### src/hw/rtl/integer_literal_parser_defines.svh
// assertion macros for the integer literal parser
`ifndef INTEGER_LITERAL_PARSER_DEFINES_SVH
`define INTEGER_LITERAL_PARSER_DEFINES_SVH
`ifndef SYNTHESIS
`define ILP_ASSERT_IMPL(label, ante, cons) \
  label: assert property (@(posedge clk) disable iff (!rst_n) (ante) |-> (cons)) \
    else $error("integer literal parser check failed");
`define ILP_ASSERT_NEXT(label, ante, cons) \
  label: assert property (@(posedge clk) disable iff (!rst_n) (ante) |=> (cons)) \
    else $error("integer literal parser check failed");
`else
`define ILP_ASSERT_IMPL(label, ante, cons)
`define ILP_ASSERT_NEXT(label, ante, cons)
`endif
`endif

### src/hw/rtl/ilp_pkg.sv
// shared types and constants for the integer literal parser
`default_nettype none
package ilp_pkg;

  localparam int CHAR_W        = 8;
  localparam int VALUE_WIDTH   = 63;
  localparam int VALUE_FIELD_W = 63;
  localparam int STATUS_W      = 3;
  localparam int BASE_W        = 2;

  // status codes
  localparam logic [STATUS_W-1:0] ST_OK         = 3'd0;
  localparam logic [STATUS_W-1:0] ST_PREFIX_BAD = 3'd1;
  localparam logic [STATUS_W-1:0] ST_DIGIT_BAD  = 3'd2;
  localparam logic [STATUS_W-1:0] ST_NO_DIGITS  = 3'd3;
  localparam logic [STATUS_W-1:0] ST_RANGE      = 3'd4;

  // number base codes
  localparam logic [BASE_W-1:0] BASE_DEC = 2'd0;
  localparam logic [BASE_W-1:0] BASE_BIN = 2'd1;
  localparam logic [BASE_W-1:0] BASE_HEX = 2'd2;

  typedef struct packed {
    logic [CHAR_W-1:0] character;
    logic              last_char;
  } ilp_beat_t;

  typedef struct packed {
    logic      valid;
    ilp_beat_t beat;
  } ilp_stage_t;

  typedef struct packed {
    logic [VALUE_FIELD_W-1:0] value;
    logic [STATUS_W-1:0]      status;
    logic [BASE_W-1:0]        number_base;
  } ilp_result_t;

  typedef struct packed {
    logic        push;
    ilp_result_t result;
  } ilp_push_t;

endpackage
`default_nettype wire

### src/hw/rtl/ilp_in_if.sv
// input channel: one character beat of a literal token
`default_nettype none
interface ilp_in_if;
  logic                       valid;
  logic                       ready;
  logic [ilp_pkg::CHAR_W-1:0] character;
  logic                       last_char;

  modport source (output valid, output character, output last_char, input ready);
  modport sink (input valid, input character, input last_char, output ready);
endinterface
`default_nettype wire

### src/hw/rtl/ilp_out_if.sv
// result channel: parsed value, status and base
`default_nettype none
interface ilp_out_if;
  logic                              valid;
  logic                              ready;
  logic [ilp_pkg::VALUE_FIELD_W-1:0] value;
  logic [ilp_pkg::STATUS_W-1:0]      status;
  logic [ilp_pkg::BASE_W-1:0]        number_base;

  modport source (output valid, output value, output status, output number_base, input ready);
  modport sink (input valid, input value, input status, input number_base, output ready);
endinterface
`default_nettype wire

### src/hw/rtl/ilp_in_stage.sv
// input register holding one character beat
`default_nettype none
module ilp_in_stage (
  input  wire logic                clk,
  input  wire logic                rst_n,
  ilp_in_if.sink                   in_chan,
  input  wire logic                advance,
  output ilp_pkg::ilp_stage_t      stage
);

  logic               valid_r;
  ilp_pkg::ilp_beat_t beat_r;

  // room when empty or when the held beat moves on this cycle
  assign in_chan.ready = !valid_r || advance;

  // valid flag
  always_ff @(posedge clk) begin
    if (!rst_n) begin
      valid_r <= 1'b0;
    end else if (in_chan.valid && in_chan.ready) begin
      valid_r <= 1'b1;
    end else if (advance) begin
      valid_r <= 1'b0;
    end
  end

  // payload
  always_ff @(posedge clk) begin
    if (in_chan.valid && in_chan.ready) begin
      beat_r.character <= in_chan.character;
      beat_r.last_char <= in_chan.last_char;
    end
  end

  assign stage.valid = valid_r;
  assign stage.beat  = beat_r;

endmodule
`default_nettype wire

### src/hw/rtl/ilp_core.sv
// parse state and per-character update logic
`default_nettype none
`include "integer_literal_parser_defines.svh"
module ilp_core (
  input  wire logic                clk,
  input  wire logic                rst_n,
  input  wire ilp_pkg::ilp_stage_t stage,
  input  wire logic                out_free,
  output logic                     advance,
  output ilp_pkg::ilp_push_t       push
);

  localparam int VW    = ilp_pkg::VALUE_WIDTH;
  localparam int MAC_W = ilp_pkg::VALUE_WIDTH + 4;

  localparam logic [7:0] CH_US = 8'h5F;
  localparam logic [7:0] CH_0  = 8'h30;
  localparam logic [7:0] CH_1  = 8'h31;
  localparam logic [7:0] CH_9  = 8'h39;
  localparam logic [7:0] CH_LB = 8'h62;
  localparam logic [7:0] CH_UB = 8'h42;
  localparam logic [7:0] CH_LX = 8'h78;
  localparam logic [7:0] CH_UX = 8'h58;
  localparam logic [7:0] CH_LA = 8'h61;
  localparam logic [7:0] CH_LF = 8'h66;
  localparam logic [7:0] CH_UA = 8'h41;
  localparam logic [7:0] CH_UF = 8'h46;

  // state registers
  logic [VW-1:0]                  acc_r, acc_nxt, acc_upd;
  logic [1:0]                     pos_r, pos_nxt, pos_upd;
  logic [ilp_pkg::BASE_W-1:0]     base_r, base_nxt, base_upd;
  logic                           fwz_r, fwz_nxt, fwz_upd;
  logic                           pbad_r, pbad_nxt, pbad_upd;
  logic                           dbad_r, dbad_nxt, dbad_upd;
  logic                           dseen_r, dseen_nxt, dseen_upd;
  logic                           dstop_r, dstop_nxt, dstop_upd;
  logic                           ovf_r, ovf_nxt, ovf_upd;

  logic [7:0]                     c;
  logic                           is_prefix;
  logic                           dec_ok;
  logic                           based_ok;
  logic [3:0]                     based_val;
  logic                           take_en;
  logic [3:0]                     dig;
  logic [MAC_W-1:0]               acc_ext;
  logic [MAC_W-1:0]               mac;
  logic                           mac_ovf;
  logic [ilp_pkg::STATUS_W-1:0]   status;

  assign c = stage.beat.character;

  // a result beat needs a free output slot, other beats only update state
  assign advance = stage.valid && (!stage.beat.last_char || out_free);

  // character classes
  assign is_prefix = (pos_r == 2'd1) &&
                     (c == CH_LB || c == CH_UB || c == CH_LX || c == CH_UX);
  assign dec_ok    = (c >= CH_0) && (c <= CH_9);

  always_comb begin
    based_ok  = 1'b0;
    based_val = 4'd0;
    if (base_r == ilp_pkg::BASE_BIN) begin
      based_ok  = (c == CH_0) || (c == CH_1);
      based_val = c[3:0];
    end else if (dec_ok) begin
      based_ok  = 1'b1;
      based_val = c[3:0];
    end else if (c >= CH_LA && c <= CH_LF) begin
      based_ok  = 1'b1;
      based_val = 4'(c - CH_LA) + 4'd10;
    end else if (c >= CH_UA && c <= CH_UF) begin
      based_ok  = 1'b1;
      based_val = 4'(c - CH_UA) + 4'd10;
    end
  end

  // digit value: decimal text or a digit of the prefixed base
  assign dig = (pos_r == 2'd0 || base_r == ilp_pkg::BASE_DEC) ? c[3:0] : based_val;

  // shift-add in the current base, with headroom to spot overflow
  assign acc_ext = MAC_W'(acc_r);
  always_comb begin
    case (base_r)
      ilp_pkg::BASE_BIN: mac = (acc_ext << 1) + MAC_W'(dig);
      ilp_pkg::BASE_HEX: mac = (acc_ext << 4) + MAC_W'(dig);
      default:           mac = (acc_ext << 3) + (acc_ext << 1) + MAC_W'(dig);
    endcase
  end
  assign mac_ovf = |mac[MAC_W-1:VW];

  // per-character state update
  always_comb begin
    acc_upd   = acc_r;
    pos_upd   = pos_r;
    base_upd  = base_r;
    fwz_upd   = fwz_r;
    pbad_upd  = pbad_r;
    dbad_upd  = dbad_r;
    dseen_upd = dseen_r;
    dstop_upd = dstop_r;
    ovf_upd   = ovf_r;
    take_en   = 1'b0;

    if (is_prefix) begin
      base_upd  = (c == CH_LB || c == CH_UB) ? ilp_pkg::BASE_BIN : ilp_pkg::BASE_HEX;
      pbad_upd  = !fwz_r;
      acc_upd   = '0;
      dbad_upd  = 1'b0;
      dseen_upd = 1'b0;
      dstop_upd = 1'b0;
      ovf_upd   = 1'b0;
    end else if (pos_r == 2'd0 || base_r == ilp_pkg::BASE_DEC) begin
      if (pos_r == 2'd0) begin
        fwz_upd = (c == CH_0);
      end
      if (!dstop_r && c != CH_US) begin
        if (dec_ok) begin
          take_en = 1'b1;
        end else begin
          dstop_upd = 1'b1;
        end
      end
    end else if (!pbad_r && !dbad_r && c != CH_US) begin
      if (based_ok) begin
        take_en = 1'b1;
      end else begin
        dbad_upd = 1'b1;
      end
    end

    // accumulate, freezing once out of range
    if (take_en) begin
      dseen_upd = 1'b1;
      if (!ovf_r) begin
        if (mac_ovf) begin
          ovf_upd = 1'b1;
        end else begin
          acc_upd = mac[VW-1:0];
        end
      end
    end

    if (pos_r != 2'd2) begin
      pos_upd = pos_r + 2'd1;
    end
  end

  // status in priority order
  always_comb begin
    if (pbad_upd) begin
      status = ilp_pkg::ST_PREFIX_BAD;
    end else if (dbad_upd) begin
      status = ilp_pkg::ST_DIGIT_BAD;
    end else if (!dseen_upd) begin
      status = ilp_pkg::ST_NO_DIGITS;
    end else if (ovf_upd) begin
      status = ilp_pkg::ST_RANGE;
    end else begin
      status = ilp_pkg::ST_OK;
    end
  end

  assign push.push               = advance && stage.beat.last_char;
  assign push.result.status      = status;
  assign push.result.number_base = base_upd;
  assign push.result.value       = (status == ilp_pkg::ST_OK) ?
                                   ilp_pkg::VALUE_FIELD_W'(acc_upd) : '0;

  // token end returns the state to its reset values
  always_comb begin
    if (stage.beat.last_char) begin
      acc_nxt   = '0;
      pos_nxt   = 2'd0;
      base_nxt  = ilp_pkg::BASE_DEC;
      fwz_nxt   = 1'b0;
      pbad_nxt  = 1'b0;
      dbad_nxt  = 1'b0;
      dseen_nxt = 1'b0;
      dstop_nxt = 1'b0;
      ovf_nxt   = 1'b0;
    end else begin
      acc_nxt   = acc_upd;
      pos_nxt   = pos_upd;
      base_nxt  = base_upd;
      fwz_nxt   = fwz_upd;
      pbad_nxt  = pbad_upd;
      dbad_nxt  = dbad_upd;
      dseen_nxt = dseen_upd;
      dstop_nxt = dstop_upd;
      ovf_nxt   = ovf_upd;
    end
  end

  // state registers
  always_ff @(posedge clk) begin
    if (!rst_n) begin
      acc_r   <= '0;
      pos_r   <= 2'd0;
      base_r  <= ilp_pkg::BASE_DEC;
      fwz_r   <= 1'b0;
      pbad_r  <= 1'b0;
      dbad_r  <= 1'b0;
      dseen_r <= 1'b0;
      dstop_r <= 1'b0;
      ovf_r   <= 1'b0;
    end else if (advance) begin
      acc_r   <= acc_nxt;
      pos_r   <= pos_nxt;
      base_r  <= base_nxt;
      fwz_r   <= fwz_nxt;
      pbad_r  <= pbad_nxt;
      dbad_r  <= dbad_nxt;
      dseen_r <= dseen_nxt;
      dstop_r <= dstop_nxt;
      ovf_r   <= ovf_nxt;
    end
  end

  // checks
  `ILP_ASSERT_IMPL(a_err_value_zero, push.push && push.result.status != ilp_pkg::ST_OK, push.result.value == '0)
  `ILP_ASSERT_NEXT(a_clear_after_last, advance && stage.beat.last_char, pos_r == 2'd0 && acc_r == '0 && base_r == ilp_pkg::BASE_DEC)
  `ILP_ASSERT_IMPL(a_prefix_bad_based, pbad_r, base_r != ilp_pkg::BASE_DEC)
  `ILP_ASSERT_IMPL(a_ovf_needs_digit, ovf_r, dseen_r)

endmodule
`default_nettype wire

### src/hw/rtl/ilp_out_stage.sv
// result register driving the output channel
`default_nettype none
module ilp_out_stage (
  input  wire logic                clk,
  input  wire logic                rst_n,
  input  wire ilp_pkg::ilp_push_t  push,
  output logic                     out_free,
  ilp_out_if.source                out_chan
);

  logic                 valid_r;
  ilp_pkg::ilp_result_t result_r;

  assign out_free = !valid_r || out_chan.ready;

  // valid flag
  always_ff @(posedge clk) begin
    if (!rst_n) begin
      valid_r <= 1'b0;
    end else if (push.push) begin
      valid_r <= 1'b1;
    end else if (out_chan.ready) begin
      valid_r <= 1'b0;
    end
  end

  // payload
  always_ff @(posedge clk) begin
    if (push.push) begin
      result_r <= push.result;
    end
  end

  assign out_chan.valid       = valid_r;
  assign out_chan.value       = result_r.value;
  assign out_chan.status      = result_r.status;
  assign out_chan.number_base = result_r.number_base;

endmodule
`default_nettype wire

### src/hw/rtl/integer_literal_parser.sv
// integer literal parser: one character per beat, one result per token
// the last character is held in the input register, then its result in the result register that offers the result beat
// throughput: one character per cycle, the shift-add update being combinational, save for the stall below
// a stalled result register holds back only the last character of the next token
// reset (rst_n low, synchronous) empties both registers and clears the parse state
`default_nettype none
module integer_literal_parser (
  input  wire logic clk,
  input  wire logic rst_n,
  ilp_in_if.sink    in_chan,
  ilp_out_if.source out_chan
);

  ilp_pkg::ilp_stage_t stage;
  ilp_pkg::ilp_push_t  push;
  logic                advance;
  logic                out_free;

  ilp_in_stage u_in_stage (
    .clk     (clk),
    .rst_n   (rst_n),
    .in_chan (in_chan),
    .advance (advance),
    .stage   (stage)
  );

  ilp_core u_core (
    .clk      (clk),
    .rst_n    (rst_n),
    .stage    (stage),
    .out_free (out_free),
    .advance  (advance),
    .push     (push)
  );

  ilp_out_stage u_out_stage (
    .clk      (clk),
    .rst_n    (rst_n),
    .push     (push),
    .out_free (out_free),
    .out_chan (out_chan)
  );

endmodule
`default_nettype wire
### src/flat_wrapper.sv
// flat-port wrapper written by rule: the top's interface ports become plain ports
module integer_literal_parser_flat 
  (clk, rst_n, in_chan_valid, in_chan_character, in_chan_last_char, in_chan_ready, out_chan_valid, out_chan_value, out_chan_status, out_chan_number_base, out_chan_ready);
  ilp_in_if in_chan_i ();
  ilp_out_if out_chan_i ();
  input  wire logic clk;
  input  wire logic rst_n;
  input wire logic [$bits(in_chan_i.valid)-1:0] in_chan_valid;
  input wire logic [$bits(in_chan_i.character)-1:0] in_chan_character;
  input wire logic [$bits(in_chan_i.last_char)-1:0] in_chan_last_char;
  output wire logic [$bits(in_chan_i.ready)-1:0] in_chan_ready;
  output wire logic [$bits(out_chan_i.valid)-1:0] out_chan_valid;
  output wire logic [$bits(out_chan_i.value)-1:0] out_chan_value;
  output wire logic [$bits(out_chan_i.status)-1:0] out_chan_status;
  output wire logic [$bits(out_chan_i.number_base)-1:0] out_chan_number_base;
  input wire logic [$bits(out_chan_i.ready)-1:0] out_chan_ready;
  assign in_chan_i.valid = in_chan_valid;
  assign in_chan_i.character = in_chan_character;
  assign in_chan_i.last_char = in_chan_last_char;
  assign in_chan_ready = in_chan_i.ready;
  assign out_chan_valid = out_chan_i.valid;
  assign out_chan_value = out_chan_i.value;
  assign out_chan_status = out_chan_i.status;
  assign out_chan_number_base = out_chan_i.number_base;
  assign out_chan_i.ready = out_chan_ready;
  integer_literal_parser u_core (.clk(clk), .rst_n(rst_n), .in_chan(in_chan_i), .out_chan(out_chan_i));
endmodule
### config.mk
export PLATFORM = sky130hd
export DESIGN_NAME = integer_literal_parser_flat
export DESIGN_NICKNAME = d
export VERILOG_FILES = /design/src/hw/rtl/ilp_pkg.sv /design/src/hw/rtl/ilp_in_if.sv /design/src/hw/rtl/ilp_out_if.sv /design/src/hw/rtl/ilp_in_stage.sv /design/src/hw/rtl/ilp_core.sv /design/src/hw/rtl/ilp_out_stage.sv /design/src/hw/rtl/integer_literal_parser.sv /design/src/flat_wrapper.sv
export VERILOG_INCLUDE_DIRS = /design/src /design/src/hw/rtl
export SDC_FILE = /design/constraint.sdc
export NUM_CORES = 1
export LEC_CHECK = 0
export BUFFER_PORTS_ARGS = -buffer_cell sky130_fd_sc_hd__buf_4
export CAP_MARGIN = 10
export CORE_MARGIN = 3
export CORE_UTILIZATION = 45
export DETAILED_ROUTE_END_ITERATION = 7
export HOLD_SLACK_MARGIN = 0.08
export PLACE_DENSITY = 0.6
export SETUP_SLACK_MARGIN = 0.02
export SLEW_MARGIN = 20
export SYNTH_ARGS = -nofsm -noshare
export SYNTH_HDL_FRONTEND = slang
export SYNTH_SLANG_ARGS = --single-unit
### constraint.sdc
create_clock -name clk -period 8.8 [get_ports clk]
set_input_delay 0.88 -clock clk [delete_from_list [all_inputs] [get_ports clk]]
set_output_delay 0.88 -clock clk [all_outputs]
set_load 0.02 [all_outputs]
==> results.md <==
- Outcome: finished, final reports clean
- Tmin final: 6.79 ns
- I/O pin count: 83
- Pwr dens: 107 mW/mm^2
- Hold Crit Depth: 2
- Worst Hold Slack: 0.486 ns
- Ant. Diodes: 0
- CTS Sinks: 152
- Worst r2r path cells: 24
- Antenna Nets Post-Route: 0
- Largest net degree at the start of global routing: 78
- Placed Cells: 2060
- Drt first pass iters: 5
- Routed wire length: 39.9 mm
- CTS root buf: clkbuf_16
- Die area: 0.0322 mm^2
- Hold Crit Class: reg -> reg
- # Max-Cap Violations: 0
- Rel. slew slack: 31.2%
- Crit path DAT: 7.09 ns
- RSZ-0062 raised after global routing: false
- Clk_skew: 0.0160 ns
- Final worst-path cycle share: 77.1%
- Cells after synthesis: 1683
- # nets final: 1849
- Mapped Area: 0.0135 mm^2
- Static Leakage: 5.35 nW
- Die X: 179 um
- Worst setup margin: 2.01 ns
- Met1 WL: 18.7 mm
- Clock Latency Late Sink: 0.45 ns
- Core footprint: 0.0292 mm^2
- Top sig layer: met4
- Worst Setup SP: u_core.u_in_stage.stage[1]$_DFFE_PP_
- Pwr Total: 1.59 mW
- GRT Resource Usage Total: 25.5%
- R2R setup slack: 2.01 ns
- Synthesis-to-layout area growth: 10.2%
- CP max FO: 65
- Synthesized area per cell: 8.03 um^2
- Worst hold endpoint: u_core.u_core.dstop_r$_SDFFE_PN0P_
- Yosys warns: 0
- Clk pin slew, worst setup/hold paths: 0.07 ns
- Global-route wire length before repair: 65.7 mm
- CTS tree: built
- GRT overflow: 0
- Iter 0 DRT Violations: 805
- Ys async rst share: 0%
- Post-synth top flop: edfxtp_1
- Initial core utilization: 46.4%
- DR WL met2: 19.0 mm
- Synth cell types: 73
- Sequential cell area: 0.00381 mm^2
- Worst ir drop on vdd: 119 uV
- Final hold vios: 0
- Number of remaining DRC errors: 0
- Number of global-route vias before repair: 12100
- Max-slew violations: 0
- FP Rows: 62
- Post-Place Worst Slack: 2.00 ns
- Post-CTS Hold Fix Bufs: 0
- Filler cells: 2885
- FMAX: 0.147 GHz
- Worst Hold Launch: u_core.u_core.dstop_r$_SDFFE_PN0P_
- Routed wl met3: 1.63 mm
- Clock Tree Buf Depth: 2
- Reg-to-reg startpoint: u_core.u_in_stage.stage[1]$_DFFE_PP_
- WP data required: 9.10 ns
- EDFF count, synth: 77
- TritonCTS Buffers: 17
- Worst Max-Slew Pin Slew: 1.03 ns
- Buffers on Ports: 82
- Post-DP HPWL: 28.9 mm
- Initial antenna violation count: 0
- Avg WL per Cell: 19.1 um
- Critical Path Start Type: flip-flop
- Number of gates resized after CTS: 0
- GPL Wtd Cong: 0.953
- Share of layout cells above drive strength 1: 11.9%
- Multi-input combinational cell area: 0.00916 mm^2
- Die H: 179 um
- Setup TNS: 0 ns
- Syn Nets: 1836
- Via-to-Cell Ratio: 5.95
- Htree depth: 4
- Sequential area share after synthesis: 28.2%
- FF+latch count, synth: 152
- R2R Path End: u_core.u_out_stage.out_chan.value[46]$_SDFFCE_PP0P_
- Non-filler cells, final: 2093
- Nature of the critical path endpoint: flip-flop
- Via Count: 12500
- Endpoints failing setup: 0
- Setup bufs post-CTS: 0
- Kind of critical path: reg -> reg
power breakdown:
group | leakage, nW | total [mW] | switching, mW | internal, mW
Sequential | 1.29 | 0.760 | 0.00670 | 0.753
Combinational | 3.76 | 0.0693 | 0.0448 | 0.0245
Clock | 0.300 | 0.759 | 0.324 | 0.435
Total | 5.35 | 1.59 | 0.376 | 1.21
metal layers:
metal	vias up	global-route usage [%]
met5	-	0
met4	0	6.86
met3	36	3.67
met1	5992	34.7
met2	291	42.7
li1	6136	-
cell families after synthesis:
group | count (synthesis) | share of synthesized area, %
buf+inv | 130 | 4.40
simple gates | 604 | 20.3
compound gates | 484 | 21.8
mux | 55 | 4.55
xor+xnor | 118 | 7.64
flops | 152 | 28.2
fa+ha+maj | 140 | 13.1
cell type report:
class | count | area share [%]
multi-input cells | 1401 | 61.5
inverters | 28 | 0.705
well taps | 384 | 3.22
clock buffers | 21 | 3.31
clock inverters | 11 | 0.731
repair buffers | 96 | 4.97
flip-flops and latches | 152 | 25.6
worst max-delay path, stage by stage (launching register included):
cell and delay, ns:
edfxtp_1 0.46, inv_1 0.12, ha_1 0.23, o21bai_1 0.15, a21oi_1 0.12, or4_1 0.48
nor2_1 0.20, nand2_1 0.08, o21ai_0 0.38, ha_1 0.33, ha_1 0.24, fa_1 0.42
a211oi_1 0.27, o211ai_1 0.18, a31oi_1 0.34, o311ai_1 0.23, nand4_1 0.19, a31oi_1 0.11
nor4bb_1 0.38, a21oi_1 0.11, buf_4 0.20, nor2_4 0.12, buf_4 0.72, mux2_2 0.43
nor2_1 0.10
sequential cells by signal, indices dropped and copies added, names as in the netlist:
signal                                   cells
u_core.u_core.acc_r                         63
u_core.u_core.base_r                         2
u_core.u_core.dbad_r                         1
u_core.u_core.dseen_r                        1
u_core.u_core.dstop_r                        1
u_core.u_core.fwz_r                          1
u_core.u_core.ovf_r                          1
u_core.u_core.pbad_r                         1
u_core.u_core.pos_r                          2
u_core.u_in_stage.stage                      9
u_core.u_in_stage.valid_r                    1
u_core.u_out_stage.out_chan.number_base      2
u_core.u_out_stage.out_chan.status           3
u_core.u_out_stage.out_chan.valid            1
u_core.u_out_stage.out_chan.value           63
through the flow:
step | instance area [um^2] | util (%)
after floorplan | 13500 | -
after global placement | 14300 | 48.9
after detailed placement | 14300 | 48.9
after CTS | 14900 | 51.0
after global routing | 14900 | 51.1
final | 14900 | 51.1
Yosys cell counts (4+ instances only):
master,count,area share (%)
a31oi_1,13,0.60
nand2b_1,5,0.23
xnor2_1,65,4.2
nand4_1,39,1.8
mux2_2,52,4.3
o2111ai_1,7,0.45
a211oi_1,8,0.44
a22oi_1,15,0.83
nor2_1,139,3.9
and2_1,9,0.42
buf_2,9,0.33
buf_6,9,0.75
or3_1,8,0.37
nor2b_1,17,0.79
nor4_1,9,0.42
nand2_1,271,7.5
o21a_1,12,0.67
a21o_1,14,0.78
o31ai_1,4,0.22
a21boi_0,7,0.39
o211ai_1,53,2.9
and3_1,20,0.93
a21oi_1,124,4.6
o21bai_1,9,0.50
xor2_1,53,3.4
o21ai_1,40,1.5
and4_1,6,0.39
o21ai_0,135,5.0
edfxtp_1,77,17
nor3_1,19,0.70
o221ai_1,4,0.26
clkbuf_1,78,2.2
a22o_1,10,0.65
buf_1,4,0.11
dfxtp_1,75,11
nand3_1,43,1.6
a221oi_1,5,0.32
ha_1,137,13
inv_1,27,0.75
worst max path at each step:
stage,cells after the start,slack [ns],endpoint
after floorplan,24,3.43,u_core.u_out_stage.out_chan.value[11]$_SDFFCE_PP0P_
after global routing,24,1.41,u_core.u_out_stage.out_chan.value[56]$_SDFFCE_PP0P_
final,24,2.01,u_core.u_out_stage.out_chan.value[46]$_SDFFCE_PP0P_
after detailed placement,24,2.00,u_core.u_core.acc_r[52]$_SDFFE_PN0P_
after global placement,24,2.33,u_core.u_core.acc_r[25]$_SDFFE_PN0P_
after CTS,24,1.97,u_core.u_core.acc_r[52]$_SDFFE_PN0P_
cell usage in the layout, fill, tap and decap left out, types with 10 or more instances in the layout:
cell type  netlist  final
a21o_1          14     14
a22o_1          10     10
o21ai_1         40     40
dfxtp_1         75     75
inv_1           27     27
nor3_1          19     18
and3_1          20     19
nand2_1        271    270
xor2_1          53     53
nand3_1         43     42
o21a_1          12     12
ha_1           137    135
a31oi_1         13     13
buf_4            0     95
a22oi_1         15     15
mux2_2          52     52
clkbuf_16        0     19
o21ai_0        135    135
nand4_1         39     39
o211ai_1        53     53
edfxtp_1        77     77
nor2_1         139    139
xnor2_1         65     65
a21oi_1        124    123
nor2b_1         17     17
Note: power is estimated with default switching activity, not from simulation.
